`src/design/base64_stream_decoder_macros.svh`:
```
// ----------------------------------------------------------------------------
// base64_stream_decoder_macros
// assertion macros used by the decoder's top-level rtl file
// ----------------------------------------------------------------------------
`ifndef BASE64_STREAM_DECODER_MACROS_SVH
`define BASE64_STREAM_DECODER_MACROS_SVH

// same-cycle implication
`define B64SD_ASSERT_NOW(label, ante, cons, msg) \
   label: assert property (@(posedge clock) disable iff (reset) (ante) |-> (cons)) \
      else $error(msg);

// next-cycle implication
`define B64SD_ASSERT_NEXT(label, ante, cons, msg) \
   label: assert property (@(posedge clock) disable iff (reset) (ante) |=> (cons)) \
      else $error(msg);

`endif

```
`src/design/b64sd_pkg.sv`:
```
// ----------------------------------------------------------------------------
// b64sd_pkg
// types and constants of the base64 stream decoder
// ----------------------------------------------------------------------------
`default_nettype none

package b64sd_pkg;

   localparam int unsigned COUNT_BITS_DEFAULT = 16;
   localparam int unsigned CSR_DATA_BITS      = 16;
   localparam logic [15:0] OUTPUT_LIMIT_RESET = 16'hFFFF;

   typedef enum logic {
      CSR_URL_MODE     = 1'b0,
      CSR_OUTPUT_LIMIT = 1'b1
   } csr_index_type;

   typedef enum logic [2:0] {
      ST_PROGRESS = 3'd0,
      ST_OK       = 3'd1,
      ST_INVALID  = 3'd2,
      ST_PADDING  = 3'd3,
      ST_OVERFLOW = 3'd4
   } status_type;

   typedef enum logic [1:0] {
      KIND_DATA,
      KIND_PAD,
      KIND_SPACE,
      KIND_INVALID
   } kind_type;

   typedef struct packed {
      kind_type    kind;
      logic [5:0]  value;
   } class_type;

   typedef struct packed {
      class_type   cls;
      logic        last;
   } step_type;

   typedef struct packed {
      logic [7:0]  in_char;
      logic        last_char;
   } req_payload_type;

   typedef struct packed {
      logic [7:0]  out_byte;
      logic        byte_valid;
      status_type  status;
      logic        message_end;
      logic [15:0] byte_count;
   } rsp_payload_type;

endpackage

`default_nettype wire

```
`src/design/b64sd_stream_if.sv`:
```
// ----------------------------------------------------------------------------
// b64sd_stream_if
// valid/ready word channel with a typed payload
// ----------------------------------------------------------------------------
`default_nettype none

interface b64sd_stream_if #(
   parameter type payload_type = logic
);
   logic        valid;
   logic        ready;
   payload_type payload;

   modport source (output valid, output payload, input ready);
   modport sink   (input valid, input payload, output ready);
endinterface

`default_nettype wire

```
`src/design/b64sd_classify.sv`:
```
// ----------------------------------------------------------------------------
// b64sd_classify
// maps one character to a 6-bit value, padding, whitespace or invalid
// ----------------------------------------------------------------------------
`default_nettype none

module b64sd_classify (
   input  wire logic [7:0]          in_char,
   input  wire logic                url_safe,
   output b64sd_pkg::class_type     cls
);
   import b64sd_pkg::*;

   localparam logic [7:0] CH_UPPER_A = 8'h41;
   localparam logic [7:0] CH_UPPER_Z = 8'h5A;
   localparam logic [7:0] CH_LOWER_A = 8'h61;
   localparam logic [7:0] CH_LOWER_Z = 8'h7A;
   localparam logic [7:0] CH_DIGIT_0 = 8'h30;
   localparam logic [7:0] CH_DIGIT_9 = 8'h39;
   localparam logic [7:0] CH_PLUS    = 8'h2B;
   localparam logic [7:0] CH_SLASH   = 8'h2F;
   localparam logic [7:0] CH_MINUS   = 8'h2D;
   localparam logic [7:0] CH_UNDER   = 8'h5F;
   localparam logic [7:0] CH_EQUAL   = 8'h3D;
   localparam logic [7:0] CH_SPACE   = 8'h20;
   localparam logic [7:0] CH_TAB     = 8'h09;
   localparam logic [7:0] CH_CR      = 8'h0D;
   localparam logic [7:0] CH_LF      = 8'h0A;
   localparam logic [7:0] LOWER_BASE = 8'd26;
   localparam logic [7:0] DIGIT_BASE = 8'd52;
   localparam logic [5:0] VAL_62     = 6'd62;
   localparam logic [5:0] VAL_63     = 6'd63;

   always_comb begin
      cls.kind  = KIND_INVALID;
      cls.value = '0;
      if (in_char >= CH_UPPER_A && in_char <= CH_UPPER_Z) begin
         cls.kind  = KIND_DATA;
         cls.value = 6'(in_char - CH_UPPER_A);
      end else if (in_char >= CH_LOWER_A && in_char <= CH_LOWER_Z) begin
         cls.kind  = KIND_DATA;
         cls.value = 6'(in_char - CH_LOWER_A + LOWER_BASE);
      end else if (in_char >= CH_DIGIT_0 && in_char <= CH_DIGIT_9) begin
         cls.kind  = KIND_DATA;
         cls.value = 6'(in_char - CH_DIGIT_0 + DIGIT_BASE);
      end else if (in_char == (url_safe ? CH_MINUS : CH_PLUS)) begin
         cls.kind  = KIND_DATA;
         cls.value = VAL_62;
      end else if (in_char == (url_safe ? CH_UNDER : CH_SLASH)) begin
         cls.kind  = KIND_DATA;
         cls.value = VAL_63;
      end else if (in_char == CH_EQUAL) begin
         cls.kind  = KIND_PAD;
      end else if (in_char == CH_SPACE || in_char == CH_TAB ||
                   in_char == CH_CR || in_char == CH_LF) begin
         cls.kind  = KIND_SPACE;
      end
   end

endmodule

`default_nettype wire

```
`src/design/b64sd_decode.sv`:
```
// ----------------------------------------------------------------------------
// b64sd_decode
// message state: bit accumulator, padding, byte count and error discard
// ----------------------------------------------------------------------------
`default_nettype none

module b64sd_decode #(
   parameter int unsigned COUNT_BITS = b64sd_pkg::COUNT_BITS_DEFAULT
) (
   input  wire logic                   clock,
   input  wire logic                   reset,
   input  wire logic                   url_safe,
   input  wire logic [15:0]            output_limit,
   input  wire logic [7:0]             in_char,
   input  wire logic                   last_char,
   input  wire logic                   advance,
   output logic                        res_valid,
   output b64sd_pkg::rsp_payload_type  res
);
   import b64sd_pkg::*;

   localparam int unsigned CW = (COUNT_BITS > 16) ? COUNT_BITS : 16;

   class_type              cls;
   logic [11:0]            acc_ff, acc_in;
   logic [3:0]             held_ff, held_in, held_sum;
   logic                   pad_ff, pad_in;
   logic [COUNT_BITS-1:0]  count_ff, count_in, count_res;
   logic                   discard_ff, discard_in;
   logic                   limit_hit;
   logic [CW-1:0]          count_wide;
   status_type             status;
   logic [7:0]             out_byte;
   logic                   byte_valid;

   b64sd_classify u_classify (
      .in_char  (in_char),
      .url_safe (url_safe),
      .cls      (cls)
   );

   assign limit_hit = (CW'(count_ff) >= CW'(output_limit)) || (count_ff == '1);
   assign held_sum  = held_ff + 4'd6;

   always_comb begin
      acc_in     = acc_ff;
      held_in    = held_ff;
      pad_in     = pad_ff;
      count_in   = count_ff;
      discard_in = discard_ff;
      status     = ST_PROGRESS;
      out_byte   = '0;
      byte_valid = 1'b0;
      if (!discard_ff) begin
         case (cls.kind)
            KIND_INVALID: status = ST_INVALID;
            KIND_PAD:     pad_in = 1'b1;
            KIND_SPACE:   ;
            default: begin
               if (pad_ff) begin
                  status = ST_PADDING;
               end else begin
                  acc_in = {acc_ff[5:0], cls.value};
                  if (held_sum >= 4'd8) begin
                     held_in = held_sum - 4'd8;
                     if (limit_hit) begin
                        status = ST_OVERFLOW;
                     end else begin
                        out_byte   = 8'(acc_in >> held_in[2:0]);
                        byte_valid = 1'b1;
                        count_in   = COUNT_BITS'(count_ff + 1'b1);
                     end
                  end else begin
                     held_in = held_sum;
                  end
               end
            end
         endcase
      end
      count_res = count_in;
      res_valid = !discard_ff && (status != ST_PROGRESS || last_char || byte_valid);
      if (!discard_ff && status != ST_PROGRESS && !last_char) begin
         discard_in = 1'b1;
      end else if (!discard_ff && status == ST_PROGRESS && last_char) begin
         status = ST_OK;
      end
      if (last_char) begin
         acc_in     = '0;
         held_in    = '0;
         pad_in     = 1'b0;
         count_in   = '0;
         discard_in = 1'b0;
      end
   end

   assign count_wide = CW'(count_res);
   assign res        = rsp_payload_type'{out_byte, byte_valid, status,
                                         (status != ST_PROGRESS), count_wide[15:0]};

   always_ff @(posedge clock) begin
      if (reset) begin
         acc_ff     <= '0;
         held_ff    <= '0;
         pad_ff     <= 1'b0;
         count_ff   <= '0;
         discard_ff <= 1'b0;
      end else if (advance) begin
         acc_ff     <= acc_in;
         held_ff    <= held_in;
         pad_ff     <= pad_in;
         count_ff   <= count_in;
         discard_ff <= discard_in;
      end
   end

endmodule

`default_nettype wire

```
`src/design/base64_stream_decoder.sv`:
```
// path: an accepted character is held in the input register, decoded
//    combinationally and its result word registered in the result register
// throughput: one character per cycle while the result side does not stall
// reset: synchronous, clears message state and pipeline valids,
//    alphabet to standard, output_limit to 65535
// ----------------------------------------------------------------------------
// base64_stream_decoder
// streaming base64 decoder, one character in, at most one byte out
// ----------------------------------------------------------------------------
`default_nettype none
`include "base64_stream_decoder_macros.svh"

module base64_stream_decoder #(
   parameter int unsigned COUNT_BITS = b64sd_pkg::COUNT_BITS_DEFAULT
) (
   input  wire logic                                 clock,
   input  wire logic                                 reset,
   b64sd_stream_if.sink                              req_if,
   b64sd_stream_if.source                            rsp_if,
   input  wire logic                                 csr_we,
   input  wire b64sd_pkg::csr_index_type             csr_index,
   input  wire logic [b64sd_pkg::CSR_DATA_BITS-1:0]  csr_wdata
);
   import b64sd_pkg::*;

   logic              url_ff;
   logic [15:0]       limit_ff;
   logic              s1_valid_ff, s1_valid_in;
   req_payload_type   s1_data_ff;
   logic              out_valid_ff, out_valid_in;
   rsp_payload_type   out_data_ff;
   logic              out_free;
   logic              s1_adv;
   logic              req_take;
   logic              res_valid;
   rsp_payload_type   res;

   assign out_free     = !out_valid_ff || rsp_if.ready;
   assign s1_adv       = s1_valid_ff && out_free;
   assign req_if.ready = !s1_valid_ff || s1_adv;
   assign req_take     = req_if.valid && req_if.ready;
   assign s1_valid_in  = req_take || (s1_valid_ff && !s1_adv);
   assign out_valid_in = out_free ? (s1_adv && res_valid) : out_valid_ff;

   b64sd_decode #(
      .COUNT_BITS (COUNT_BITS)
   ) u_decode (
      .clock        (clock),
      .reset        (reset),
      .url_safe     (url_ff),
      .output_limit (limit_ff),
      .in_char      (s1_data_ff.in_char),
      .last_char    (s1_data_ff.last_char),
      .advance      (s1_adv),
      .res_valid    (res_valid),
      .res          (res)
   );

   always_ff @(posedge clock) begin
      if (reset) begin
         url_ff       <= 1'b0;
         limit_ff     <= OUTPUT_LIMIT_RESET;
         s1_valid_ff  <= 1'b0;
         out_valid_ff <= 1'b0;
      end else begin
         s1_valid_ff  <= s1_valid_in;
         out_valid_ff <= out_valid_in;
         if (csr_we) begin
            unique case (csr_index)
               CSR_URL_MODE:     url_ff   <= csr_wdata[0];
               CSR_OUTPUT_LIMIT: limit_ff <= csr_wdata[15:0];
               default:          ;
            endcase
         end
      end
      if (req_take) begin
         s1_data_ff <= req_if.payload;
      end
      if (out_free) begin
         out_data_ff <= res;
      end
   end

   assign rsp_if.valid   = out_valid_ff;
   assign rsp_if.payload = out_data_ff;

   `B64SD_ASSERT_NEXT(a_s1_hold, s1_valid_ff && !s1_adv, s1_valid_ff && $stable(s1_data_ff), "input stage lost a stalled word")
   `B64SD_ASSERT_NOW(a_no_take_when_blocked, s1_valid_ff && !s1_adv, !req_if.ready, "input taken while stage blocked")
   `B64SD_ASSERT_NOW(a_byte_status, out_valid_ff && out_data_ff.byte_valid, out_data_ff.status == ST_PROGRESS || out_data_ff.status == ST_OK, "byte word with error status")

endmodule

`default_nettype wire

```
`src/flat_wrapper.sv`:
```
// flat-port wrapper written by rule: the top's interface ports become plain ports
module base64_stream_decoder_flat import b64sd_pkg::*;
#(
   parameter int unsigned COUNT_BITS = b64sd_pkg::COUNT_BITS_DEFAULT
)
  (clock, reset, csr_we, csr_index, csr_wdata, req_if_valid, req_if_payload, req_if_ready, rsp_if_valid, rsp_if_payload, rsp_if_ready);
  b64sd_stream_if #(.payload_type(req_payload_type)) req_if_i ();
  b64sd_stream_if #(.payload_type(rsp_payload_type)) rsp_if_i ();
  input  wire logic clock;
  input  wire logic reset;
  input  wire logic csr_we;
  input  wire b64sd_pkg::csr_index_type csr_index;
  input  wire logic [b64sd_pkg::CSR_DATA_BITS-1:0] csr_wdata;
  input wire logic [$bits(req_if_i.valid)-1:0] req_if_valid;
  input wire logic [$bits(req_if_i.payload)-1:0] req_if_payload;
  output wire logic [$bits(req_if_i.ready)-1:0] req_if_ready;
  output wire logic [$bits(rsp_if_i.valid)-1:0] rsp_if_valid;
  output wire logic [$bits(rsp_if_i.payload)-1:0] rsp_if_payload;
  input wire logic [$bits(rsp_if_i.ready)-1:0] rsp_if_ready;
  assign req_if_i.valid = req_if_valid;
  assign req_if_i.payload = req_if_payload;
  assign req_if_ready = req_if_i.ready;
  assign rsp_if_valid = rsp_if_i.valid;
  assign rsp_if_payload = rsp_if_i.payload;
  assign rsp_if_i.ready = rsp_if_ready;
  base64_stream_decoder #(.COUNT_BITS(COUNT_BITS)) u_core (.clock(clock), .reset(reset), .req_if(req_if_i), .rsp_if(rsp_if_i), .csr_we(csr_we), .csr_index(csr_index), .csr_wdata(csr_wdata));
endmodule
```
`config.mk`:
```
export PLATFORM = sky130hd
export DESIGN_NAME = base64_stream_decoder_flat
export DESIGN_NICKNAME = d
export VERILOG_FILES = /design/src/design/b64sd_pkg.sv /design/src/design/b64sd_stream_if.sv /design/src/design/b64sd_classify.sv /design/src/design/b64sd_decode.sv /design/src/design/base64_stream_decoder.sv /design/src/flat_wrapper.sv
export VERILOG_INCLUDE_DIRS = /design/src /design/src/design
export SDC_FILE = /design/constraint.sdc
export NUM_CORES = 1
export LEC_CHECK = 0
export BUFFER_PORTS_ARGS = -buffer_cell sky130_fd_sc_hd__clkbuf_2
export CAP_MARGIN = 25
export CORE_MARGIN = 2
export CORE_UTILIZATION = 35
export DETAILED_ROUTE_END_ITERATION = 16
export GPL_TIMING_DRIVEN = 0
export PLACE_DENSITY = 0.5
export SETUP_SLACK_MARGIN = 0.4
export SYNTH_ARGS = -nofsm -noshare
export SYNTH_HDL_FRONTEND = slang
export SYNTH_SLANG_ARGS = --single-unit
```
`constraint.sdc`:
```
create_clock -name clock -period 6.7 [get_ports clock]
set_clock_uncertainty 0.1 [all_clocks]
set_input_delay 0.335 -clock clock [delete_from_list [all_inputs] [get_ports clock]]
set_output_delay 0.335 -clock clock [all_outputs]
set_load 0.02 [all_outputs]
```
# After elaboration in Yosys (flattened, before gate mapping)
# Cells that the tools add are included.
# totals
word_cells	130
out_inout_bits	31
register_bits	85
# op_classes
n_mux	42
n_lt_le_gt_ge	8
n_shift	1
bitwise	2
reduce_logical	39
add_sub_neg	8
eq_ne	14
# op_table
operator	n
two-way mux 16 bit	6
two-way mux 8 bit	4
two-way mux 6 bit	5
equality test 8 x 4 -> 1 bit, second input constant	3
two-way mux 3 bit	7
two-way mux 4 bit	5
adder 16 x 1 -> 16 bit, second input constant	1
equality test 16 bit, second input constant	1
equality test 8 x 6 -> 1 bit, second input constant	2
>= comparator 16 bit	1
>= comparator 8 x 7 -> 1 bit, second input constant	2
less-or-equal comparator 8 x 7 -> 1 bit, second input constant	2
logical AND 1 bit	12
right shift 12 x 3 -> 8 bit	1
subtractor 6 bit, second input constant	2
two-way mux 1 bit	11
logical OR 1 bit	9
equality test 8 x 6 -> 1 bit	1
equality test 8 x 7 -> 1 bit	1
>= comparator 8 x 6 -> 1 bit, second input constant	1
less-or-equal comparator 8 x 6 -> 1 bit, second input constant	1
two-way mux 7 bit	1
OR reduction 7 bit	1
adder 6 x 5 -> 6 bit, second input constant	1
20 further kinds	33

# Depth between registers and ports, before layout
# logic_depth
ltp_word	21
depth_mapped	12

# Cells and area by module
# From an unflattened synthesis, not the netlist that was laid out.
# unflattened
hier_cells	513
area_unflattened_um2	4994.8
# by_module_without_submodules
module	seq_area_each_um2	cells_per_inst	n_inst	area_per_inst_um2
b64sd_decode	540.5	311	1	2383.5
base64_stream_decoder	1521.5	107	1	1874.3
b64sd_classify	0.0	95	1	737.0

# Worst setup path after synthesis
# OpenSTA, ideal clock, no wires.
# synth_timing
kind	flip-flop to flip-flop
from	register u_core.s1_data_ff[3] (netlist bit)
to	register u_core.out_data_ff, in the netlist u_core.rsp_if.payload[25], data pin
path_buffers	1
required_ps	6345
path_stages_with_launch	11
arrival_ps	2600
path_slack_ps	3745
synth_period_minus_slack_ps	2955
path_cell_list	edfxtp_1 -> clkbuf_1 -> inv_1 -> ha_1 -> nand2_1 -> o21ai_0 -> a211o_2 -> a221oi_1 -> a21oi_1 -> mux4_2 -> and2_1
# synth_between
elab_chain_len	13
word_cells_on_any_way	37
cone_classes	add/sub: 5; order compare: 6; eq/ne: 10; shift: 1; mux: 8; reduce/logical: 7
# synth_lines
element	line	source
start, declared	base64_stream_decoder.sv:29	req_payload_type s1_data_ff;
start signal, assigned	base64_stream_decoder.sv:77	s1_data_ff <= req_if.payload;
branches (longest 10 deep; another with subtractor 6 bit)	n/a	
two-way mux 8 bit (*)	b64sd_classify.sv:37	if (in_char >= CH_UPPER_A && in_char <= CH_UPPER_Z) begin
equality test 2 bit / equality test 2 x 1 -> 1 bit (equally long branches)	b64sd_decode.sv:55	case (cls.kind)
OR reduction 7 bit (no line)	n/a	
end signal, assigned	base64_stream_decoder.sv:80	out_data_ff <= res;
end, declared	base64_stream_decoder.sv:31	rsp_payload_type out_data_ff;
# Every way passes the cells marked *.
# A chain may end at the register's enable or synchronous reset.

# Final worst setup path
# layout_timing
from	register u_core.s1_data_ff[3] (netlist bit)
to	register u_core.out_data_ff, in the netlist u_core.rsp_if.payload[22], data pin
# Same word-level chain as after synthesis.

==> impl_metrics.env <==
export IMPL_cp_slowest_cell="a211oi_1"
export IMPL_whs_ns=0.0585
export IMPL_synth_top_family_by_area="simple AND/OR/NAND/NOR gates"
export IMPL_worst_setup_path_end_kind="flip-flop"
export IMPL_vdd_drop_max_v=0.000126
export IMPL_postCtsHoldBufs=0
export IMPL_setup_violations=0
export IMPL_synthAdderAreaFrac_pct=7.25
export IMPL_grt_pass1_wl_mm=20.3
export IMPL_dieArea_sq_mm=0.0148
export IMPL_hold_path_class="in -> reg"
export IMPL_r2r_setup_slack_ns=2.97
export IMPL_routed_via_count=4102
export IMPL_clk_pin_slew_ns=0.06
export IMPL_cts_tree="built"
export IMPL_synth_compound_area_share_pct=15.9
export IMPL_cap_violations=0
export IMPL_syn_avg_cell_area_sq_um=9.26
export IMPL_antenna_left=0
export IMPL_ys_ff_latch=84
export IMPL_clock_latency_ns=0.35
export IMPL_cp_data_required_time_ns=6.67
export IMPL_path_cells="clkbuf_1, inv_1, ha_1, a21oi_1, a211oi_1, nor3_1, a2111oi_0, nand3_1, a211oi_1, a211oi_1"
export IMPL_hold_violations=0
export IMPL_yosysUniqueCellTypes=63
export IMPL_first_iter_violations=292
export IMPL_period_minus_slack_ns=3.73
export IMPL_synth_edf_count=38
export IMPL_syn_area_sq_mm=0.00483
export IMPL_clock_fmax_mhz=268
export IMPL_min_path_cells=1
export IMPL_slew_violations=0
export IMPL_fin_crit_sh_pct=55.7
export IMPL_status="completed"
export IMPL_cts_root_buf="clkbuf_16"
export IMPL_p_per_area_mw_per_mm2=222
export IMPL_io_buffers=59
export IMPL_synthSimpleGateAreaFrac_pct=22.7
export IMPL_wl_mm=12.3
export IMPL_rr_endpoint="u_core.rsp_if.payload[22]"
export IMPL_drc=0
export IMPL_core_sq_mm=0.0133
export IMPL_synth_xor_area_share_pct=3.81
export IMPL_fin_ws_ns=2.97
export IMPL_wire_per_inst_um=15.9
export IMPL_grt_pass1_vias=3884
export IMPL_ys_flop_type="dfxtp_1"
export IMPL_syn_inst=522
export IMPL_globalRouteOverflowTotal=0
export IMPL_place_hpwl_mm=9.09
export IMPL_totalPowerFinal_uw=1270
export IMPL_start_kind="flip-flop"
export IMPL_design_area_sq_mm=0.00572
export IMPL_crit_fanout=10
export IMPL_num_antenna_cells=0
export IMPL_grt_use_total_pct=17.6
export IMPL_cts_buffers_inserted=9
export IMPL_synth_nets=581
export IMPL_tightest_slew_ns=0.879
export IMPL_area_delta_synth_final_pct=18.4
export IMPL_min_from="req_if_payload[1]"
export IMPL_place_gp_congestion=0.863
export IMPL_synthMuxAreaShare_pct=2.87
export IMPL_firstDrtPassIters=5
export IMPL_fin_setup_tns_ns=0
export IMPL_antenna_found_initial=0
export IMPL_io_pins=62
export IMPL_reg2reg_depth=10
export IMPL_die_h_um=122
export IMPL_num_rows=42
export IMPL_fp_dieW_um=122
export IMPL_clock_sinks=84
export IMPL_min_to="u_core.s1_data_ff[1]"
export IMPL_critPathKind="reg -> reg"
export IMPL_grt_max_degree=27
export IMPL_crit_top_cell="a211oi_1"
export IMPL_p_leak_uw=0.00241
export IMPL_place_ws_ns=3.00
export IMPL_nNetsFinal=653
export IMPL_initial_core_util_pct=36.2
export IMPL_reg2reg_from="u_core.s1_data_ff[3]"
export IMPL_viasPerCell=5.29
export IMPL_seq_area_frac_synth_pct=42.7
export IMPL_ctsResizeCount=0
export IMPL_postCtsSetupBuffers=0
export IMPL_placed_cell_area_sq_mm=0.00538
export IMPL_async_reset_ff_share_pct=0
export IMPL_maxSlewHeadroom_pct=41.0
export IMPL_cpPeakStageDelay_ns=0.62
export IMPL_htree_num_levels=3
export IMPL_cts_max_path_buffers=2
export IMPL_rsz0062_at_grt="false"
export IMPL_yosysWarnings=0
export IMPL_cp_arrival_ns=3.70
export IMPL_drive_gt1_share_pct=16.0
==> worst max path at each step <==
stage                                     from                   endpoint  slack (ns)  cells past startpoint
final                     u_core.s1_data_ff[3]  u_core.rsp_if.payload[22]        2.97                     10
after global routing      u_core.s1_data_ff[3]  u_core.rsp_if.payload[22]        2.67                     10
after CTS                 u_core.s1_data_ff[3]  u_core.rsp_if.payload[22]        2.99                     10
after detailed placement  u_core.s1_data_ff[3]  u_core.rsp_if.payload[22]        3.00                     10
after global placement    u_core.s1_data_ff[3]  u_core.rsp_if.payload[22]        2.98                     10
after floorplan           u_core.s1_data_ff[3]  u_core.rsp_if.payload[25]        3.75                     10
==> placed cells by master (no fill, tap or decap), drive strengths merged, types with 6 or more instances in the layout <==
cell and count:
o21ai 13, clkbuf 86, xor2 14, or4 12, edfxtp 38, nor2b 7, a22o 6, nor3 6
nand3 51, nor4 7, nand2 55, dfxtp 46, a21oi 24, and2 9, nor2 30, buf 10
o211ai 14, inv 35, nand4 6, a211oi 10, mux2i 6, ha 28, a31oi 14, xnor2 7
or3 7
==> final cells by class <==
class	count	area, sq um
Buffer	25	105
Clock buffer	10	229
Clock inverter	6	111
Fill cell	1358	7630
Inverter	34	128
Multi-Input combinational cell	379	2540
Sequential cell	84	2060
Tap cell	176	220
Timing Repair Buffer	61	328
==> logic make-up (layout without fill, tap and decap cells) <==
group / Yosys count / count (layout)
compound gates: 110 / 110
xor+xnor: 21 / 21
simple gates: 209 / 209
mux: 11 / 11
buf+inv: 59 / 136
flops: 84 / 84
fa+ha+maj: 28 / 28
==> layer usage <==
metal	wire length (um)	global-route usage, %	vias to the layer above
met4	232	7.11	0
met1	6470	26.9	1867
met2	4960	24.4	132
met5	0	0	-
li1	-	-	2090
met3	666	2.58	13
==> flip-flops by register name, summed over array words and instances, names as in the netlist, 3 cells and up <==
signal,count
u_core.rsp_if.payload,29
u_core.u_decode.count_ff,16
u_core.s1_data_ff,9
u_core.limit_ff,16
u_core.u_decode.held_ff,3
u_core.u_decode.acc_ff,6
==> Yosys cell counts, types with 2 or more instances <==
library cell | number | area share [%]
or2_2 | 2 | 0.26
mux4_2 | 2 | 0.93
mux2i_1 | 6 | 1.2
clkbuf_1 | 17 | 1.3
a21oi_1 | 24 | 2.5
a2111oi_0 | 2 | 0.36
and4_1 | 4 | 0.72
or3_1 | 7 | 0.91
xor2_1 | 14 | 2.5
a311oi_1 | 3 | 0.54
nor4b_1 | 2 | 0.36
ha_1 | 28 | 7.2
or4_1 | 12 | 1.9
a22o_1 | 6 | 1.1
o21ai_0 | 13 | 1.3
buf_1 | 4 | 0.31
edfxtp_1 | 38 | 24
a21o_1 | 2 | 0.31
dfxtp_1 | 46 | 19
a211o_1 | 3 | 0.54
nand3_1 | 50 | 5.2
xnor2_1 | 7 | 1.3
o22ai_1 | 2 | 0.26
a41oi_1 | 2 | 0.36
mux2_2 | 3 | 0.70
nor3b_1 | 3 | 0.47
buf_2 | 3 | 0.31
nor3_1 | 6 | 0.62
a31oi_1 | 14 | 1.8
nor4_1 | 6 | 0.78
a211oi_1 | 9 | 1.4
nor2b_1 | 7 | 0.91
inv_1 | 33 | 2.6
a221oi_1 | 3 | 0.54
nor2_1 | 30 | 2.3
nand3b_1 | 2 | 0.31
nand2_1 | 55 | 4.3
nand4_1 | 5 | 0.65
o211ai_1 | 14 | 2.2
o21a_1 | 2 | 0.31
and2_1 | 9 | 1.2
==> critical path, delay by kind of cell (launching register included) <==
kind | cells | cell delay [ns]
DFF | 1 | 0.43
adders and majority gates | 1 | 0.27
and+or+nand+nor | 2 | 0.53
buffers and inverters | 2 | 0.52
AOI/OAI and AO/OA | 5 | 1.58
==> per-stage QoR <==
| stage | util, % | instances |
|---|---|---|
| floorplan | - | 522 |
| global placement | 40.1 | 757 |
| detailed placement | 40.3 | 759 |
| CTS | 42.9 | 775 |
| global route | 42.9 | 775 |
| finish | 42.9 | 775 |
==> power breakdown <==
group | total [uW] | internal, uW | switching (uW)
Combinational | 127 | 44.5 | 82.9
Sequential | 567 | 555 | 12.6
Clock | 577 | 365 | 212
Total | 1270 | 964 | 308
No activity file was read; power rests on OpenSTA's default activity.
